--- config.mk ---
export PLATFORM = sky130hd
export DESIGN_NAME = pwm_divider_search_channel_ctrl
export DESIGN_NICKNAME = d
export VERILOG_FILES = /design/src/hdl/pdsc_pkg.sv /design/src/hdl/pwm_divider_search_channel_ctrl.sv /design/src/hdl/pdsc_div.sv /design/src/hdl/pdsc_dp.sv /design/src/hdl/pdsc_ctrl.sv
export SDC_FILE = /design/constraint.sdc
export NUM_CORES = 2
export LEC_CHECK = 0
export ABC_AREA = 0
export BUFFER_PORTS_ARGS = -buffer_cell sky130_fd_sc_hd__clkbuf_2
export CAP_MARGIN = 0
export CORE_UTILIZATION = 40
export CTS_BUF_LIST = sky130_fd_sc_hd__clkbuf_4 sky130_fd_sc_hd__clkbuf_8 sky130_fd_sc_hd__clkbuf_16
export DETAILED_ROUTE_END_ITERATION = 16
export GPL_ROUTABILITY_DRIVEN = 0
export HOLD_SLACK_MARGIN = 0.1
export PLACE_DENSITY = 0.52
export SKIP_CTS_REPAIR_TIMING = 1
export SYNTH_ARGS = -nofsm -noshare
export SYNTH_HDL_FRONTEND = slang
export SYNTH_SLANG_ARGS = --single-unit
--- constraint.sdc ---
create_clock -name i_clk -period 14.8 [get_ports i_clk]
set_input_delay 2.96 -clock i_clk [delete_from_list [all_inputs] [get_ports i_clk]]
set_output_delay 2.96 -clock i_clk [all_outputs]
set_load 0.005 [all_outputs]
--- src/hdl/pdsc_pkg.sv ---
// ----------------------------------------------------------------------------
// pdsc_pkg
// shared constants, codes and controller/datapath interface types
// ----------------------------------------------------------------------------
package pdsc_pkg;

    localparam int NUM_CHANNELS = 4;
    localparam int DIV_MAX      = 65535;

    localparam int CH_W    = 2;
    localparam int RATE_W  = 30;
    localparam int CHANS_W = 3;
    localparam int VAL_W   = 30;
    localparam int DVD_W   = 60;
    localparam int DVS_W   = 47;
    localparam int PRE_W   = 17;
    localparam int HALF_W  = 16;

    localparam logic [RATE_W-1:0]  NS_PER_S    = 30'd1000000000;
    localparam logic [RATE_W-1:0]  RATE_RESET  = 30'd100000000;
    localparam logic [CHANS_W-1:0] CHANS_RESET = 3'd4;
    localparam logic [DVS_W-1:0]   PRE_DIVISOR = 47'd65536000000000;

    localparam int W1_ENABLE_BIT = 31;
    localparam int W1_UPDATE_BIT = 30;

    localparam logic [1:0] MODE_CFG = 2'd0;
    localparam logic [1:0] MODE_EN  = 2'd1;
    localparam logic [1:0] MODE_POL = 2'd2;

    localparam logic CFG_RATE  = 1'b0;
    localparam logic CFG_CHANS = 1'b1;

    typedef enum logic [1:0] {
        ST_OK    = 2'd0,
        ST_INVAL = 2'd1,
        ST_RANGE = 2'd2
    } t_status;

    typedef enum logic [1:0] {
        MUL_PRATE = 2'd0,
        MUL_DRATE = 2'd1,
        MUL_DIV   = 2'd2,
        MUL_HDIV  = 2'd3
    } t_mul_sel;

    typedef enum logic [1:0] {
        DIV_PRE   = 2'd0,
        DIV_TICKS = 2'd1,
        DIV_HIGH  = 2'd2
    } t_div_sel;

    typedef struct packed {
        logic     capture;
        logic     decode;
        logic     clamp;
        logic     res_set;
        t_status  res_code;
        logic     mul_go;
        t_mul_sel mul_sel;
        logic     save_prate;
        logic     save_drate;
        logic     div_go;
        t_div_sel div_sel;
        logic     pre_init;
        logic     pre_inc;
        logic     take_best;
        logic     commit;
        logic     out_load;
    } t_cmd;

    typedef struct packed {
        logic to_config;
        logic per_bad;
        logic rate_zero;
        logic low_rate;
        logic div_done;
        logic pre_over;
        logic ticks_zero;
        logic ticks_le_pre;
        logic ticks_big;
        logic better;
        logic rem_zero;
        logic found;
        logic out_busy;
    } t_stat;

endpackage

--- src/hdl/pwm_divider_search_channel_ctrl.sv ---
// ----------------------------------------------------------------------------
// pwm_divider_search_channel_ctrl
// per-channel pwm set-up engine with prescaler/divider search
// ----------------------------------------------------------------------------
// requests enter on the input channel (i_in_valid / o_in_ready) and each one
// yields exactly one result beat on the output channel (o_out_valid /
// i_out_ready), in order. one request is worked at a time.
// enable requests, requests rejected at decode and polarity on an unconfigured
// channel go from decode straight to the result. a period/duty set-up runs
// the search loop over up to 65536 prescaler values, using the bit-serial
// divider once per prescaler value tried.
// the result sits in an output register: when the receiver stalls, the
// finished beat holds there and the engine waits before its next result.
// configuration (i_cfg_we, i_cfg_addr, i_cfg_wdata) writes take effect at
// once; index 0 is the counter clock in hertz, index 1 the channels in use.
// synchronous reset restores clock 100 MHz, four channels, and clears all
// per-channel state; no clearing pass is needed.
// ----------------------------------------------------------------------------
module pwm_divider_search_channel_ctrl (
    input  logic                         i_clk,
    input  logic                         i_rst_n,
    input  logic                         i_cfg_we,
    input  logic                         i_cfg_addr,
    input  logic [pdsc_pkg::RATE_W-1:0]  i_cfg_wdata,
    input  logic                         i_in_valid,
    output logic                         o_in_ready,
    input  logic [1:0]                   i_mode,
    input  logic [pdsc_pkg::CH_W-1:0]    i_channel,
    input  logic [31:0]                  i_period_ns,
    input  logic [31:0]                  i_duty_ns,
    input  logic                         i_flag,
    output logic                         o_out_valid,
    input  logic                         i_out_ready,
    output logic [1:0]                   o_status,
    output logic [pdsc_pkg::CH_W-1:0]    o_channel_written,
    output logic                         o_write_word0,
    output logic [31:0]                  o_word0,
    output logic                         o_write_word1,
    output logic [31:0]                  o_word1
);

    pdsc_pkg::t_cmd  cmd;
    pdsc_pkg::t_stat stat;

    pdsc_ctrl u_ctrl (
        .i_clk      (i_clk),
        .i_rst_n    (i_rst_n),
        .i_in_valid (i_in_valid),
        .o_in_ready (o_in_ready),
        .o_cmd      (cmd),
        .i_stat     (stat)
    );

    pdsc_dp u_dp (
        .i_clk             (i_clk),
        .i_rst_n           (i_rst_n),
        .i_cfg_we          (i_cfg_we),
        .i_cfg_addr        (i_cfg_addr),
        .i_cfg_wdata       (i_cfg_wdata),
        .i_mode            (i_mode),
        .i_channel         (i_channel),
        .i_period_ns       (i_period_ns),
        .i_duty_ns         (i_duty_ns),
        .i_flag            (i_flag),
        .i_cmd             (cmd),
        .o_stat            (stat),
        .o_out_valid       (o_out_valid),
        .i_out_ready       (i_out_ready),
        .o_status          (o_status),
        .o_channel_written (o_channel_written),
        .o_write_word0     (o_write_word0),
        .o_word0           (o_word0),
        .o_write_word1     (o_write_word1),
        .o_word1           (o_word1)
    );

endmodule

--- src/hdl/pdsc_div.sv ---
// ----------------------------------------------------------------------------
// pdsc_div
// bit-serial restoring divider, one quotient bit per cycle
// ----------------------------------------------------------------------------
module pdsc_div (
    input  logic                        i_clk,
    input  logic                        i_rst_n,
    input  logic                        i_start,
    input  logic [pdsc_pkg::DVD_W-1:0]  i_dividend,
    input  logic [pdsc_pkg::DVS_W-1:0]  i_divisor,
    output logic                        o_busy,
    output logic                        o_done,
    output logic [pdsc_pkg::DVD_W-1:0]  o_quotient,
    output logic [pdsc_pkg::DVS_W-1:0]  o_remainder
);

    localparam int CNT_W = $clog2(pdsc_pkg::DVD_W);

    logic                       r_busy;
    logic                       r_done;
    logic [CNT_W-1:0]           r_cnt;
    logic [pdsc_pkg::DVS_W-1:0] r_rem;
    logic [pdsc_pkg::DVD_W-1:0] r_quo;
    logic [pdsc_pkg::DVS_W-1:0] r_dvs;

    logic [pdsc_pkg::DVS_W:0]   trial;
    logic [pdsc_pkg::DVS_W:0]   diff;
    logic                       ge;

    always_comb begin
        trial = {r_rem, r_quo[pdsc_pkg::DVD_W-1]};
        diff  = trial - {1'b0, r_dvs};
        ge    = (trial >= {1'b0, r_dvs});
    end

    always_ff @(posedge i_clk) begin
        if (!i_rst_n) begin
            r_busy <= 1'b0;
            r_done <= 1'b0;
            r_cnt  <= '0;
        end else begin
            r_done <= 1'b0;
            if (i_start) begin
                r_busy <= 1'b1;
                r_cnt  <= '0;
            end else if (r_busy) begin
                r_cnt <= r_cnt + 1'b1;
                if (r_cnt == CNT_W'(pdsc_pkg::DVD_W - 1)) begin
                    r_busy <= 1'b0;
                    r_done <= 1'b1;
                end
            end
        end
    end

    always_ff @(posedge i_clk) begin
        if (i_start) begin
            r_rem <= '0;
            r_quo <= i_dividend;
            r_dvs <= i_divisor;
        end else if (r_busy) begin
            r_rem <= ge ? diff[pdsc_pkg::DVS_W-1:0] : trial[pdsc_pkg::DVS_W-1:0];
            r_quo <= {r_quo[pdsc_pkg::DVD_W-2:0], ge};
        end
    end

    assign o_busy      = r_busy;
    assign o_done      = r_done;
    assign o_quotient  = r_quo;
    assign o_remainder = r_rem;

endmodule

--- src/hdl/pdsc_dp.sv ---
// ----------------------------------------------------------------------------
// pdsc_dp
// datapath: configuration, channel state, multiplier, divider, result beats
// ----------------------------------------------------------------------------
module pdsc_dp (
    input  logic                          i_clk,
    input  logic                          i_rst_n,
    input  logic                          i_cfg_we,
    input  logic                          i_cfg_addr,
    input  logic [pdsc_pkg::RATE_W-1:0]   i_cfg_wdata,
    input  logic [1:0]                    i_mode,
    input  logic [pdsc_pkg::CH_W-1:0]     i_channel,
    input  logic [31:0]                   i_period_ns,
    input  logic [31:0]                   i_duty_ns,
    input  logic                          i_flag,
    input  pdsc_pkg::t_cmd                i_cmd,
    output pdsc_pkg::t_stat               o_stat,
    output logic                          o_out_valid,
    input  logic                          i_out_ready,
    output logic [1:0]                    o_status,
    output logic [pdsc_pkg::CH_W-1:0]     o_channel_written,
    output logic                          o_write_word0,
    output logic [31:0]                   o_word0,
    output logic                          o_write_word1,
    output logic [31:0]                   o_word1
);

    localparam int NCH = pdsc_pkg::NUM_CHANNELS;
    localparam int VW  = pdsc_pkg::VAL_W;

    // configuration
    logic [pdsc_pkg::RATE_W-1:0]  r_rate;
    logic [pdsc_pkg::CHANS_W-1:0] r_chans;

    // per-channel state
    logic [VW-1:0] r_st_per [NCH];
    logic [VW-1:0] r_st_dut [NCH];
    logic [NCH-1:0] r_cfgd;
    logic [NCH-1:0] r_en;
    logic [NCH-1:0] r_inv;
    logic [31:0]   r_shadow [NCH];

    // request and work registers
    logic [1:0]                   r_mode;
    logic [pdsc_pkg::CH_W-1:0]    r_ch;
    logic [31:0]                  r_per;
    logic [31:0]                  r_dut;
    logic                         r_flag;
    logic [VW-1:0]                r_eff;
    logic [pdsc_pkg::DVD_W-1:0]   r_prod;
    logic [pdsc_pkg::DVD_W-1:0]   r_prate;
    logic [pdsc_pkg::DVD_W-1:0]   r_drate;
    logic [pdsc_pkg::PRE_W-1:0]   r_pre;
    logic [pdsc_pkg::HALF_W-1:0]  r_best_pre;
    logic [pdsc_pkg::HALF_W-1:0]  r_best_div;
    logic [pdsc_pkg::DVS_W-1:0]   r_min_rem;
    logic                         r_found;

    pdsc_pkg::t_status            r_res_status;
    logic                         r_res_wr0;
    logic [31:0]                  r_res_w0;
    logic                         r_res_wr1;
    logic [31:0]                  r_res_w1;

    logic                         r_out_valid;
    pdsc_pkg::t_status            r_out_status;
    logic [pdsc_pkg::CH_W-1:0]    r_out_ch;
    logic                         r_out_wr0;
    logic [31:0]                  r_out_w0;
    logic                         r_out_wr1;
    logic [31:0]                  r_out_w1;

    logic                         chan_ok;
    logic [31:0]                  rmw_w1;
    logic [31:0]                  new_w1;
    pdsc_pkg::t_status            dec_status;
    logic                         dec_wr1;
    logic [31:0]                  dec_w1;
    logic [VW-1:0]                dut_c;
    logic [VW-1:0]                mul_a;
    logic [VW-1:0]                mul_b;
    logic [pdsc_pkg::DVD_W-1:0]   div_dvd;
    logic [pdsc_pkg::DVS_W-1:0]   div_dvs;
    logic                         div_busy;
    logic                         div_done;
    logic [pdsc_pkg::DVD_W-1:0]   div_q;
    logic [pdsc_pkg::DVS_W-1:0]   div_r;
    logic [pdsc_pkg::PRE_W-1:0]   hi_lim;
    logic [pdsc_pkg::PRE_W-1:0]   hi;

    assign chan_ok = ({1'b0, r_ch} < r_chans) && (32'(r_ch) < NCH);
    assign rmw_w1  = {r_flag, 1'b1, r_shadow[r_ch][29:0]};
    assign new_w1  = {r_en[r_ch], 1'b1, 14'd0, r_best_pre};
    assign dut_c   = (r_dut > r_per) ? r_per[VW-1:0] : r_dut[VW-1:0];
    assign hi_lim  = {1'b0, r_best_div} + 17'd1;
    assign hi      = (div_q > pdsc_pkg::DVD_W'(hi_lim)) ? hi_lim : div_q[pdsc_pkg::PRE_W-1:0];

    always_comb begin
        dec_status = pdsc_pkg::ST_INVAL;
        dec_wr1    = 1'b0;
        dec_w1     = '0;
        if (chan_ok) begin
            unique case (r_mode)
                pdsc_pkg::MODE_EN: begin
                    if (r_cfgd[r_ch]) begin
                        dec_status = pdsc_pkg::ST_OK;
                        dec_wr1    = 1'b1;
                        dec_w1     = rmw_w1;
                    end
                end
                pdsc_pkg::MODE_POL: begin
                    dec_status = pdsc_pkg::ST_OK;
                end
                default: begin
                    dec_status = pdsc_pkg::ST_INVAL;
                end
            endcase
        end
    end

    always_comb begin
        case (i_cmd.mul_sel)
            pdsc_pkg::MUL_PRATE: begin
                mul_a = r_per[VW-1:0];
                mul_b = r_rate;
            end
            pdsc_pkg::MUL_DRATE: begin
                mul_a = r_eff;
                mul_b = r_rate;
            end
            pdsc_pkg::MUL_DIV: begin
                mul_a = pdsc_pkg::NS_PER_S;
                mul_b = VW'(r_pre + 17'd1);
            end
            default: begin
                mul_a = pdsc_pkg::NS_PER_S;
                mul_b = VW'({1'b0, r_best_pre} + 17'd1);
            end
        endcase
    end

    always_comb begin
        case (i_cmd.div_sel)
            pdsc_pkg::DIV_PRE: begin
                div_dvd = r_prate;
                div_dvs = pdsc_pkg::PRE_DIVISOR;
            end
            pdsc_pkg::DIV_TICKS: begin
                div_dvd = r_prate;
                div_dvs = r_prod[pdsc_pkg::DVS_W-1:0];
            end
            default: begin
                div_dvd = r_drate;
                div_dvs = r_prod[pdsc_pkg::DVS_W-1:0];
            end
        endcase
    end

    pdsc_div u_div (
        .i_clk       (i_clk),
        .i_rst_n     (i_rst_n),
        .i_start     (i_cmd.div_go),
        .i_dividend  (div_dvd),
        .i_divisor   (div_dvs),
        .o_busy      (div_busy),
        .o_done      (div_done),
        .o_quotient  (div_q),
        .o_remainder (div_r)
    );

    // configuration and channel state
    always_ff @(posedge i_clk) begin
        if (!i_rst_n) begin
            r_rate  <= pdsc_pkg::RATE_RESET;
            r_chans <= pdsc_pkg::CHANS_RESET;
            r_cfgd  <= '0;
            r_en    <= '0;
            r_inv   <= '0;
            for (int i = 0; i < NCH; i++) begin
                r_st_per[i] <= '0;
                r_st_dut[i] <= '0;
                r_shadow[i] <= '0;
            end
        end else begin
            if (i_cfg_we) begin
                unique case (i_cfg_addr)
                    pdsc_pkg::CFG_RATE:  r_rate  <= i_cfg_wdata;
                    pdsc_pkg::CFG_CHANS: r_chans <= i_cfg_wdata[pdsc_pkg::CHANS_W-1:0];
                    default: ;
                endcase
            end
            if (i_cmd.decode && chan_ok) begin
                if (r_mode == pdsc_pkg::MODE_EN && r_cfgd[r_ch]) begin
                    r_shadow[r_ch] <= rmw_w1;
                    r_en[r_ch]     <= r_flag;
                end
                if (r_mode == pdsc_pkg::MODE_POL) begin
                    r_inv[r_ch] <= r_flag;
                end
            end
            if (i_cmd.commit) begin
                r_st_per[r_ch] <= r_per[VW-1:0];
                r_st_dut[r_ch] <= r_dut[VW-1:0];
                r_cfgd[r_ch]   <= 1'b1;
                r_shadow[r_ch] <= new_w1;
            end
        end
    end

    // work registers
    always_ff @(posedge i_clk) begin
        if (i_cmd.capture) begin
            r_mode <= i_mode;
            r_ch   <= i_channel;
            r_per  <= i_period_ns;
            r_dut  <= i_duty_ns;
            r_flag <= i_flag;
        end
        if (i_cmd.decode && o_stat.to_config && r_mode == pdsc_pkg::MODE_POL) begin
            r_per <= {2'b00, r_st_per[r_ch]};
            r_dut <= {2'b00, r_st_dut[r_ch]};
        end
        if (i_cmd.clamp) begin
            r_dut <= {2'b00, dut_c};
            r_eff <= r_inv[r_ch] ? (r_per[VW-1:0] - dut_c) : dut_c;
        end
        if (i_cmd.mul_go) begin
            r_prod <= mul_a * mul_b;
        end
        if (i_cmd.save_prate) begin
            r_prate <= r_prod;
        end
        if (i_cmd.save_drate) begin
            r_drate <= r_prod;
        end
        if (i_cmd.pre_init) begin
            r_pre   <= div_q[pdsc_pkg::PRE_W-1:0];
            r_found <= 1'b0;
        end
        if (i_cmd.pre_inc) begin
            r_pre <= r_pre + 1'b1;
        end
        if (i_cmd.take_best) begin
            r_best_pre <= r_pre[pdsc_pkg::HALF_W-1:0];
            r_best_div <= pdsc_pkg::HALF_W'(div_q - 1'b1);
            r_min_rem  <= div_r;
            r_found    <= 1'b1;
        end
    end

    // result of the current request
    always_ff @(posedge i_clk) begin
        if (i_cmd.decode) begin
            r_res_status <= dec_status;
            r_res_wr0    <= 1'b0;
            r_res_w0     <= '0;
            r_res_wr1    <= dec_wr1;
            r_res_w1     <= dec_w1;
        end
        if (i_cmd.res_set) begin
            r_res_status <= i_cmd.res_code;
            r_res_wr0    <= 1'b0;
            r_res_w0     <= '0;
            r_res_wr1    <= 1'b0;
            r_res_w1     <= '0;
        end
        if (i_cmd.commit) begin
            r_res_status <= pdsc_pkg::ST_OK;
            r_res_wr0    <= 1'b1;
            r_res_w0     <= {hi[pdsc_pkg::HALF_W-1:0], r_best_div};
            r_res_wr1    <= 1'b1;
            r_res_w1     <= new_w1;
        end
    end

    // output register
    always_ff @(posedge i_clk) begin
        if (!i_rst_n) begin
            r_out_valid <= 1'b0;
        end else if (i_cmd.out_load) begin
            r_out_valid <= 1'b1;
        end else if (i_out_ready) begin
            r_out_valid <= 1'b0;
        end
    end

    always_ff @(posedge i_clk) begin
        if (i_cmd.out_load) begin
            r_out_status <= r_res_status;
            r_out_ch     <= r_ch;
            r_out_wr0    <= r_res_wr0;
            r_out_w0     <= r_res_w0;
            r_out_wr1    <= r_res_wr1;
            r_out_w1     <= r_res_w1;
        end
    end

    always_comb begin
        o_stat.to_config    = chan_ok && (r_mode == pdsc_pkg::MODE_CFG ||
                              (r_mode == pdsc_pkg::MODE_POL && r_cfgd[r_ch]));
        o_stat.per_bad      = (r_per == '0) || (r_per > 32'd1000000000);
        o_stat.rate_zero    = (r_rate == '0);
        o_stat.low_rate     = (r_prate < pdsc_pkg::DVD_W'(pdsc_pkg::NS_PER_S));
        o_stat.div_done     = div_done;
        o_stat.pre_over     = (r_pre > pdsc_pkg::PRE_W'(pdsc_pkg::DIV_MAX));
        o_stat.ticks_zero   = (div_q == '0);
        o_stat.ticks_le_pre = (div_q <= pdsc_pkg::DVD_W'(r_pre));
        o_stat.ticks_big    = (div_q > pdsc_pkg::DVD_W'(pdsc_pkg::DIV_MAX));
        o_stat.better       = !r_found || (div_r < r_min_rem);
        o_stat.rem_zero     = (div_r == '0);
        o_stat.found        = r_found;
        o_stat.out_busy     = r_out_valid && !i_out_ready;
    end

    assign o_out_valid       = r_out_valid;
    assign o_status          = r_out_status;
    assign o_channel_written = r_out_ch;
    assign o_write_word0     = r_out_wr0;
    assign o_word0           = r_out_w0;
    assign o_write_word1     = r_out_wr1;
    assign o_word1           = r_out_w1;

    a_div_idle: assert property (@(posedge i_clk) disable iff (!i_rst_n)
        i_cmd.div_go |-> !div_busy)
        else $error("divider started while busy");

    a_fail_no_write: assert property (@(posedge i_clk) disable iff (!i_rst_n)
        (r_out_valid && r_out_status != pdsc_pkg::ST_OK) |-> (!r_out_wr0 && !r_out_wr1))
        else $error("failed request carries a write");

    a_word0_pair: assert property (@(posedge i_clk) disable iff (!i_rst_n)
        (r_out_valid && r_out_wr0) |-> r_out_wr1)
        else $error("word0 written without word1");

endmodule

--- src/hdl/pdsc_ctrl.sv ---
// ----------------------------------------------------------------------------
// pdsc_ctrl
// request sequencer: decode, range checks, divider search, result hand-off
// ----------------------------------------------------------------------------
module pdsc_ctrl (
    input  logic             i_clk,
    input  logic             i_rst_n,
    input  logic             i_in_valid,
    output logic             o_in_ready,
    output pdsc_pkg::t_cmd   o_cmd,
    input  pdsc_pkg::t_stat  i_stat
);

    typedef enum logic [14:0] {
        S_IDLE   = 15'h0001,
        S_DECODE = 15'h0002,
        S_CHECK  = 15'h0004,
        S_MULP   = 15'h0008,
        S_MULD   = 15'h0010,
        S_LOW    = 15'h0020,
        S_PREDIV = 15'h0040,
        S_LTOP   = 15'h0080,
        S_LDIV0  = 15'h0100,
        S_LDIV   = 15'h0200,
        S_STEP   = 15'h0400,
        S_END    = 15'h0800,
        S_HDIV0  = 15'h1000,
        S_HDIV   = 15'h2000,
        S_DONE   = 15'h4000
    } t_state;

    t_state r_state;
    t_state n_state;

    always_ff @(posedge i_clk) begin
        if (!i_rst_n) begin
            r_state <= S_IDLE;
        end else begin
            r_state <= n_state;
        end
    end

    assign o_in_ready = (r_state == S_IDLE);

    always_comb begin
        n_state = r_state;
        o_cmd   = '0;
        unique case (r_state)
            S_IDLE: begin
                if (i_in_valid) begin
                    o_cmd.capture = 1'b1;
                    n_state       = S_DECODE;
                end
            end
            S_DECODE: begin
                o_cmd.decode = 1'b1;
                n_state      = i_stat.to_config ? S_CHECK : S_DONE;
            end
            S_CHECK: begin
                if (i_stat.per_bad) begin
                    o_cmd.res_set  = 1'b1;
                    o_cmd.res_code = pdsc_pkg::ST_RANGE;
                    n_state        = S_DONE;
                end else if (i_stat.rate_zero) begin
                    o_cmd.res_set  = 1'b1;
                    o_cmd.res_code = pdsc_pkg::ST_INVAL;
                    n_state        = S_DONE;
                end else begin
                    o_cmd.clamp = 1'b1;
                    n_state     = S_MULP;
                end
            end
            S_MULP: begin
                o_cmd.mul_go  = 1'b1;
                o_cmd.mul_sel = pdsc_pkg::MUL_PRATE;
                n_state       = S_MULD;
            end
            S_MULD: begin
                o_cmd.save_prate = 1'b1;
                o_cmd.mul_go     = 1'b1;
                o_cmd.mul_sel    = pdsc_pkg::MUL_DRATE;
                n_state          = S_LOW;
            end
            S_LOW: begin
                o_cmd.save_drate = 1'b1;
                if (i_stat.low_rate) begin
                    o_cmd.res_set  = 1'b1;
                    o_cmd.res_code = pdsc_pkg::ST_RANGE;
                    n_state        = S_DONE;
                end else begin
                    o_cmd.div_go  = 1'b1;
                    o_cmd.div_sel = pdsc_pkg::DIV_PRE;
                    n_state       = S_PREDIV;
                end
            end
            S_PREDIV: begin
                if (i_stat.div_done) begin
                    o_cmd.pre_init = 1'b1;
                    n_state        = S_LTOP;
                end
            end
            S_LTOP: begin
                if (i_stat.pre_over) begin
                    n_state = S_END;
                end else begin
                    o_cmd.mul_go  = 1'b1;
                    o_cmd.mul_sel = pdsc_pkg::MUL_DIV;
                    n_state       = S_LDIV0;
                end
            end
            S_LDIV0: begin
                o_cmd.div_go  = 1'b1;
                o_cmd.div_sel = pdsc_pkg::DIV_TICKS;
                n_state       = S_LDIV;
            end
            S_LDIV: begin
                if (i_stat.div_done) begin
                    n_state = S_STEP;
                end
            end
            S_STEP: begin
                if (i_stat.ticks_zero) begin
                    o_cmd.pre_inc = 1'b1;
                    n_state       = S_LTOP;
                end else if (i_stat.ticks_le_pre) begin
                    n_state = S_END;
                end else if (i_stat.ticks_big) begin
                    o_cmd.pre_inc = 1'b1;
                    n_state       = S_LTOP;
                end else if (i_stat.better) begin
                    o_cmd.take_best = 1'b1;
                    if (i_stat.rem_zero) begin
                        n_state = S_END;
                    end else begin
                        o_cmd.pre_inc = 1'b1;
                        n_state       = S_LTOP;
                    end
                end else begin
                    o_cmd.pre_inc = 1'b1;
                    n_state       = S_LTOP;
                end
            end
            S_END: begin
                if (!i_stat.found) begin
                    o_cmd.res_set  = 1'b1;
                    o_cmd.res_code = pdsc_pkg::ST_RANGE;
                    n_state        = S_DONE;
                end else begin
                    o_cmd.mul_go  = 1'b1;
                    o_cmd.mul_sel = pdsc_pkg::MUL_HDIV;
                    n_state       = S_HDIV0;
                end
            end
            S_HDIV0: begin
                o_cmd.div_go  = 1'b1;
                o_cmd.div_sel = pdsc_pkg::DIV_HIGH;
                n_state       = S_HDIV;
            end
            S_HDIV: begin
                if (i_stat.div_done) begin
                    o_cmd.commit = 1'b1;
                    n_state      = S_DONE;
                end
            end
            S_DONE: begin
                if (!i_stat.out_busy) begin
                    o_cmd.out_load = 1'b1;
                    n_state        = S_IDLE;
                end
            end
            default: begin
                n_state = S_IDLE;
            end
        endcase
    end

    a_accept_decode: assert property (@(posedge i_clk) disable iff (!i_rst_n)
        (i_in_valid && o_in_ready) |=> (r_state == S_DECODE))
        else $error("accepted beat not decoded");

    a_load_free: assert property (@(posedge i_clk) disable iff (!i_rst_n)
        o_cmd.out_load |-> !i_stat.out_busy)
        else $error("result loaded over a pending beat");

    a_one_result: assert property (@(posedge i_clk) disable iff (!i_rst_n)
        o_cmd.out_load |=> (r_state == S_IDLE))
        else $error("result loaded outside request end");

endmodule
Word level (Yosys, flattened, before mapping). Memory sizes are Yosys's and may differ from the RTL's. A register that Yosys moved wholly into a read port is not among the register bits. Cells that the tools add are included.

Register bits after elaboration: 737. Bits in writable memories: 368. Input bits: 105. Logic and storage cells: 261. Memories: 3.

Add/sub/neg operators: 8. Multiply operators: 1. Order comparisons: 12. Eq/ne operators: 26. Muxes and demuxes: 123. Bitwise logic cells: 5. Reduce and logical (&&, ||, !) cells: 41.

Memory list: u_dp.r_shadow (depth 4, width 32, rd ports 1, clocked after Yosys merged registers in 1, wr ports 4, line pdsc_dp.sv:41) `logic [31:0] r_shadow [NCH];`; u_dp.r_st_dut (depth 4, width 30, rd ports 1, clocked after Yosys merged registers in 1, wr ports 4, line pdsc_dp.sv:37) `logic [VW-1:0] r_st_dut [NCH];`; u_dp.r_st_per (depth 4, width 30, rd ports 1, clocked after Yosys merged registers in 1, wr ports 4, line pdsc_dp.sv:36) `logic [VW-1:0] r_st_per [NCH];`.

Operator list (number): $mux 32 (11); $mux 30 (9); $pmux 15 s15 (1); $mux 15 (14); $mux 60 (3); $pmux 30 s2 (2); $gt 60x16->1 const B (1); $gt 60x17->1 (1); $le 60x17->1 (1); $logic_not 60->1 (1); $lt 60x30->1 const B (1); $mul 30x30->60 (1); $reduce_or 30->1 (2); $mux 1 (50); $ge 48x47->1 (1); $logic_not 47->1 (1); $lt 47x47->1 (1); $mux 47 (1); $sub 47x47->47 (1); $add 16x1->17 const B (2); $mux 17 (2); $gt 32x30->1 const B (1); $gt 32x32->1 (1); $logic_not 32->1 (1); 54 further kinds (106).

Depth between registers and ports, before layout.
Word-level depth: 10. Mapped depth: 43. Mapped depth without buffers: 40.

Hierarchy. Synthesis repeated with hierarchy kept, for this count alone.

Cells, all modules: 7670. Area, all modules: 81652.1 sq um.

Modules (own cells, without submodules): pdsc_dp (times used 1, cells an instance 6608, area each 71259.6 sq um); pdsc_div (times used 1, cells an instance 912, area each 9223.8 sq um); pdsc_ctrl (times used 1, cells an instance 150, area each 1168.6 sq um).

Worst setup path before layout. Ideal clock, no wire load.

Kind: register to register. From: register u_ctrl.r_state[0]. To: register u_dp.r_prod[58] (netlist name) (data pin). Data arrival time: 9.942 ns. Setup slack: 4.600 ns. Cell stages (with the launch flop): 36. Period minus slack after synthesis: 10.200 ns. Path through: dfxtp_1 > clkbuf_2 > nor4b_4 > nand4_1 > or3_1 > or3b_1 > buf_2 > inv_2 > buf_4 > buf_2 > o21ai_0 > clkbuf_1 > nand2_1 > fa_1 > fa_1 > inv_1 > fa_1 > fa_1 > fa_1 > fa_1 > fa_1 > inv_1 > fa_1 > inv_1 > ha_1 > clkbuf_1 > a21oi_1 > o21ai_0 > a21oi_1 > o21ai_0 > a31oi_1 > nor3_1 > or4_1 > a31o_2 > a21oi_1 > xnor2_1.

Cells in the longest elaborated chain, start to end: 6. Elaborated cells between the ends (all ways): 12. Classes of those cells: 1 x mul; 6 x eq/ne; 3 x mux; 2 x reduce/logical.

Ends and longest elaborated chain: from (decl) (line pdsc_ctrl.sv:32) `t_state r_state;`; from (signal assigned) (line pdsc_ctrl.sv:39) `r_state <= n_state;`; $eq 15x12->1, or another cell as far along (line pdsc_ctrl.sv:48) `unique case (r_state)`; $pmux 3 s4 (*) (line pdsc_ctrl.sv:48); $eq 2x1->1 or $logic_not 2->1 (tied branches) (line pdsc_dp.sv:122) `case (i_cmd.mul_sel)`; $reduce_or 2->1 (no line); $pmux 30 s2 (line pdsc_dp.sv:122); $mul 30x30->60 (*) (line pdsc_dp.sv:228) `r_prod <= mul_a * mul_b;`; to (signal assigned) (line pdsc_dp.sv:228); to (decl) (line pdsc_dp.sv:50) `logic [pdsc_pkg::DVD_W-1:0] r_prod;`.

Mark *: on every way between the ends. The rest lies on a longest branch, timed or not. A chain may end at the register's enable or synchronous reset.

Final worst setup path.
From: register u_dp.r_pre[0] (netlist name). To: register u_dp.r_prod[58] (netlist name) (data pin).

Cells in the longest elaborated chain, start to end: 7. Elaborated cells between the ends (all ways): 11. Classes of those cells: 1 x add/sub; 1 x mul; 1 x order compare; 2 x eq/ne; 4 x mux; 2 x reduce/logical.

Ends and longest elaborated chain: from (decl) (line pdsc_dp.sv:53) `logic [pdsc_pkg::PRE_W-1:0] r_pre;`; from (signal assigned) (line pdsc_dp.sv:237) `r_pre <= div_q[pdsc_pkg::PRE_W-1:0];`; from (signal assigned) (line pdsc_dp.sv:241) `r_pre <= r_pre + 1'b1;`; $gt 17x16->1 (line pdsc_dp.sv:305) `o_stat.pre_over = (r_pre > pdsc_pkg::PRE_W'(pdsc_pkg::DIV_MAX));`; $mux 3 (line pdsc_ctrl.sv:103) `if (i_stat.pre_over) begin`; $pmux 3 s4 (line pdsc_ctrl.sv:48); $eq 2x1->1 or $logic_not 2->1 (tied branches) (line pdsc_dp.sv:122); $reduce_or 2->1 (no line); $pmux 30 s2 (line pdsc_dp.sv:122); $mul 30x30->60 (*) (line pdsc_dp.sv:228).

Marked as above.

==> run metrics <==
CP Launch Type flip-flop; Final Max Tran Viols 0; fin crit share 0.7952; min-delay worst type flip-flop to flip-flop; YS warnings 0; reg2reg setup slack 3.03 ns; Chip Width 451.7 um; I/O pins 177; crit-path max FO 39; slowest stage delay, CP 0.97 ns; Clock Tree Buf Depth 3; minimum clock period 11.77 ns; Synth async-reset ratio 0; Seq cells post-synth 1099; total track usage 0.2398; Avg WL per Cell 23.36 um; CP bufs+invs 4; Mapped Area 0.08090 sq mm; CP top delay family adder cells; clock slew at reported path FFs 0.06 ns; average cell area after synthesis 10.68 sq um; iteration count of the initial detailed-routing pass 5; crit path max-delay cell type o21ai_1; die area 0.2041 sq mm; Setup CP Type flip-flop to flip-flop; starting density of the core 0.4040; Worst Skew 0.06098 ns; storage element area 0.03159 sq mm; syn nets 8906; endpoints failing hold 0; HP Start u_dp.r_res_w1[3]; Synth Instances 7575; Critical Path End Type flip-flop; crit-path most repeated cell fa_1; Layout area overhead 9.688%; initial antenna violation count 3; setup TNS 0 ns; reg2reg start u_dp.r_pre[0]; clock latency at the later pin of the worst-skew pair 0.83 ns; Post-synth EDFFs 957; CP required 15.33 ns; Slew @ Worst Pin 1.216 ns; GRT overflow 0; Routed WL 242.0 mm; routed vias 56330; vias in the first global route 58950; HPWL after detailed placement 177.0 mm; fill cell count 19030; Die Height 451.7 um; hold path depth 0; crit path DAT 12.30 ns; DRC 0; DRT antenna net count 0; relative slew slack 0.1840; FP Rows 164; area of the multi-input gates 0.04391 sq mm; Max-Cap Viols 0; htree depth 3; RSZ-0062 raised after global routing false; Synth cell types 90; worst reg2reg endpoint u_dp.r_prod[58]; CTS buffer count 120; final setup fails 0; end of the worst hold path u_dp.o_word1[3]; CTS tree built; largest net degree at the start of global routing 112; Main synth FF type edfxtp_1; Core ar. 0.2003 sq mm; # clock sinks 1099; IO Port Bufs 176; Via density 5.438; worst-case reg-to-reg path depth 34; Layout Nets 8927; layout cell share with drive strength beyond 1 0.1021; status complete, no violations; root buffer cell clkbuf_16; fmax 0.08497 GHz; Initial DRC Count 4201; post-synthesis sequential area ratio 0.3903; first-pass GRT wire length 369.6 mm
registers in the layout (all words and copies together) (netlist names), 60 cells and up, named ones only:
| name | count |
|---|---|
| u_dp.r_shadow | 120 |
| u_dp.r_st_per | 120 |
| u_dp.r_st_dut | 120 |
| u_dp.u_div.o_quotient | 60 |
| u_dp.r_drate | 60 |
| u_dp.r_prate | 60 |
| u_dp.r_prod | 60 |
routing by layer:
metal / global-route usage / vias up / share of wire
li1: - / 25420 / -
met1: 0.3213 / 28670 / 0.43
met2: 0.3926 / 1778 / 0.47
met3: 0.03516 / 470 / 0.059
met4: 0.09216 / 0 / 0.041
met5: 0 / - / 0
area by class of cell:
cell class                 count  area share
inverter                    1025     0.04344
clock buffer                 174     0.03985
timing repair buffer         307     0.02101
clock inverter                52    0.007445
sequential                  1099      0.3560
antenna                        2  0.00005640
multi-input combinational   5043      0.4948
tap                         2656     0.03745
worst max-delay path by stage:
| stage | from | end | slack [ns] | cells past startpoint |
|---|---|---|---|---|
| after floorplan | u_ctrl.r_state[0] | u_dp.r_prod[58] | 4.60 | 35 |
| after global placement | u_dp.r_pre[0] | u_dp.r_prod[53] | 3.35 | 37 |
| after detailed placement | u_dp.r_pre[0] | u_dp.r_prod[53] | 3.22 | 36 |
| after CTS | u_dp.r_pre[0] | u_dp.r_prod[53] | 3.15 | 36 |
| after global routing | u_dp.r_pre[0] | u_dp.r_prod[58] | 2.26 | 34 |
| final | u_dp.r_pre[0] | u_dp.r_prod[58] | 3.03 | 34 |
through the flow:
| step | worst slack (ns) | instance area, sq um | hold WS (ns) | util | cells |
|---|---|---|---|---|---|
| after global routing | 2.263 | 88740 | 0.4215 | 0.4431 | 10360 |
| after global placement | 3.348 | 84540 | 0.4038 | 0.4221 | 10130 |
| after CTS | 3.150 | 88740 | 0.4160 | 0.4431 | 10360 |
| final | 3.031 | 88740 | 0.4158 | 0.4431 | 10360 |
| after floorplan | 4.600 | 80900 | 0.4003 | - | 7575 |
| after detailed placement | 3.220 | 84540 | 0.4045 | 0.4221 | 10130 |
Yosys cell counts (130+ instances only):
library cell	instances	area (sq um)
fa_1	782	15660
nor3_1	145	725.7
mux2i_1	139	1391
inv_1	1023	3840
buf_2	130	650.6
clkbuf_1	243	912.1
nand2_1	721	2706
edfxtp_1	957	28740
dfxtp_1	142	2843
ha_1	444	5555
a21oi_1	326	1632
nor2_1	877	3292
o21ai_0	153	765.7
layout by cell type, fill, tap and decap left out, types with 31 or more instances in the layout:
cell,count
dfxtp_1,139
buf_4,131
clkbuf_2,175
nand2_1,715
ha_1,444
o21ai_0,143
xnor2_1,109
nand2b_1,32
nand3_1,98
clkbuf_16,123
o21a_1,56
mux2_2,34
nor3_1,145
nor4_1,54
fa_1,782
nand4_1,63
and2_1,121
xor2_1,72
a211oi_1,86
or2_2,36
edfxtp_1,957
and3_1,86
a21o_1,110
clkbuf_4,39
nor2_1,869
a22o_1,31
nor2b_1,66
inv_1,1020
a21oi_1,326
mux4_2,92
mux2i_1,139
kinds of logic (layout without fill, tap and decap cells):
logic type                 Yosys count  count (layout)  synth area share
DFF                               1099            1099            0.3903
muxes                              265             265           0.04754
adders and majority gates         1226            1226            0.2622
AOI/OAI and AO/OA                  971             971           0.07666
xor gates and xnor gates           181             181           0.01959
and+or+nand+nor                   2400            2400            0.1340
buffers and inverters             1433            1558           0.06969
other                                0               2                 0
Power is not shown: default switching activity piles up to over one toggle a cycle in this logic, so the estimate is an artifact.
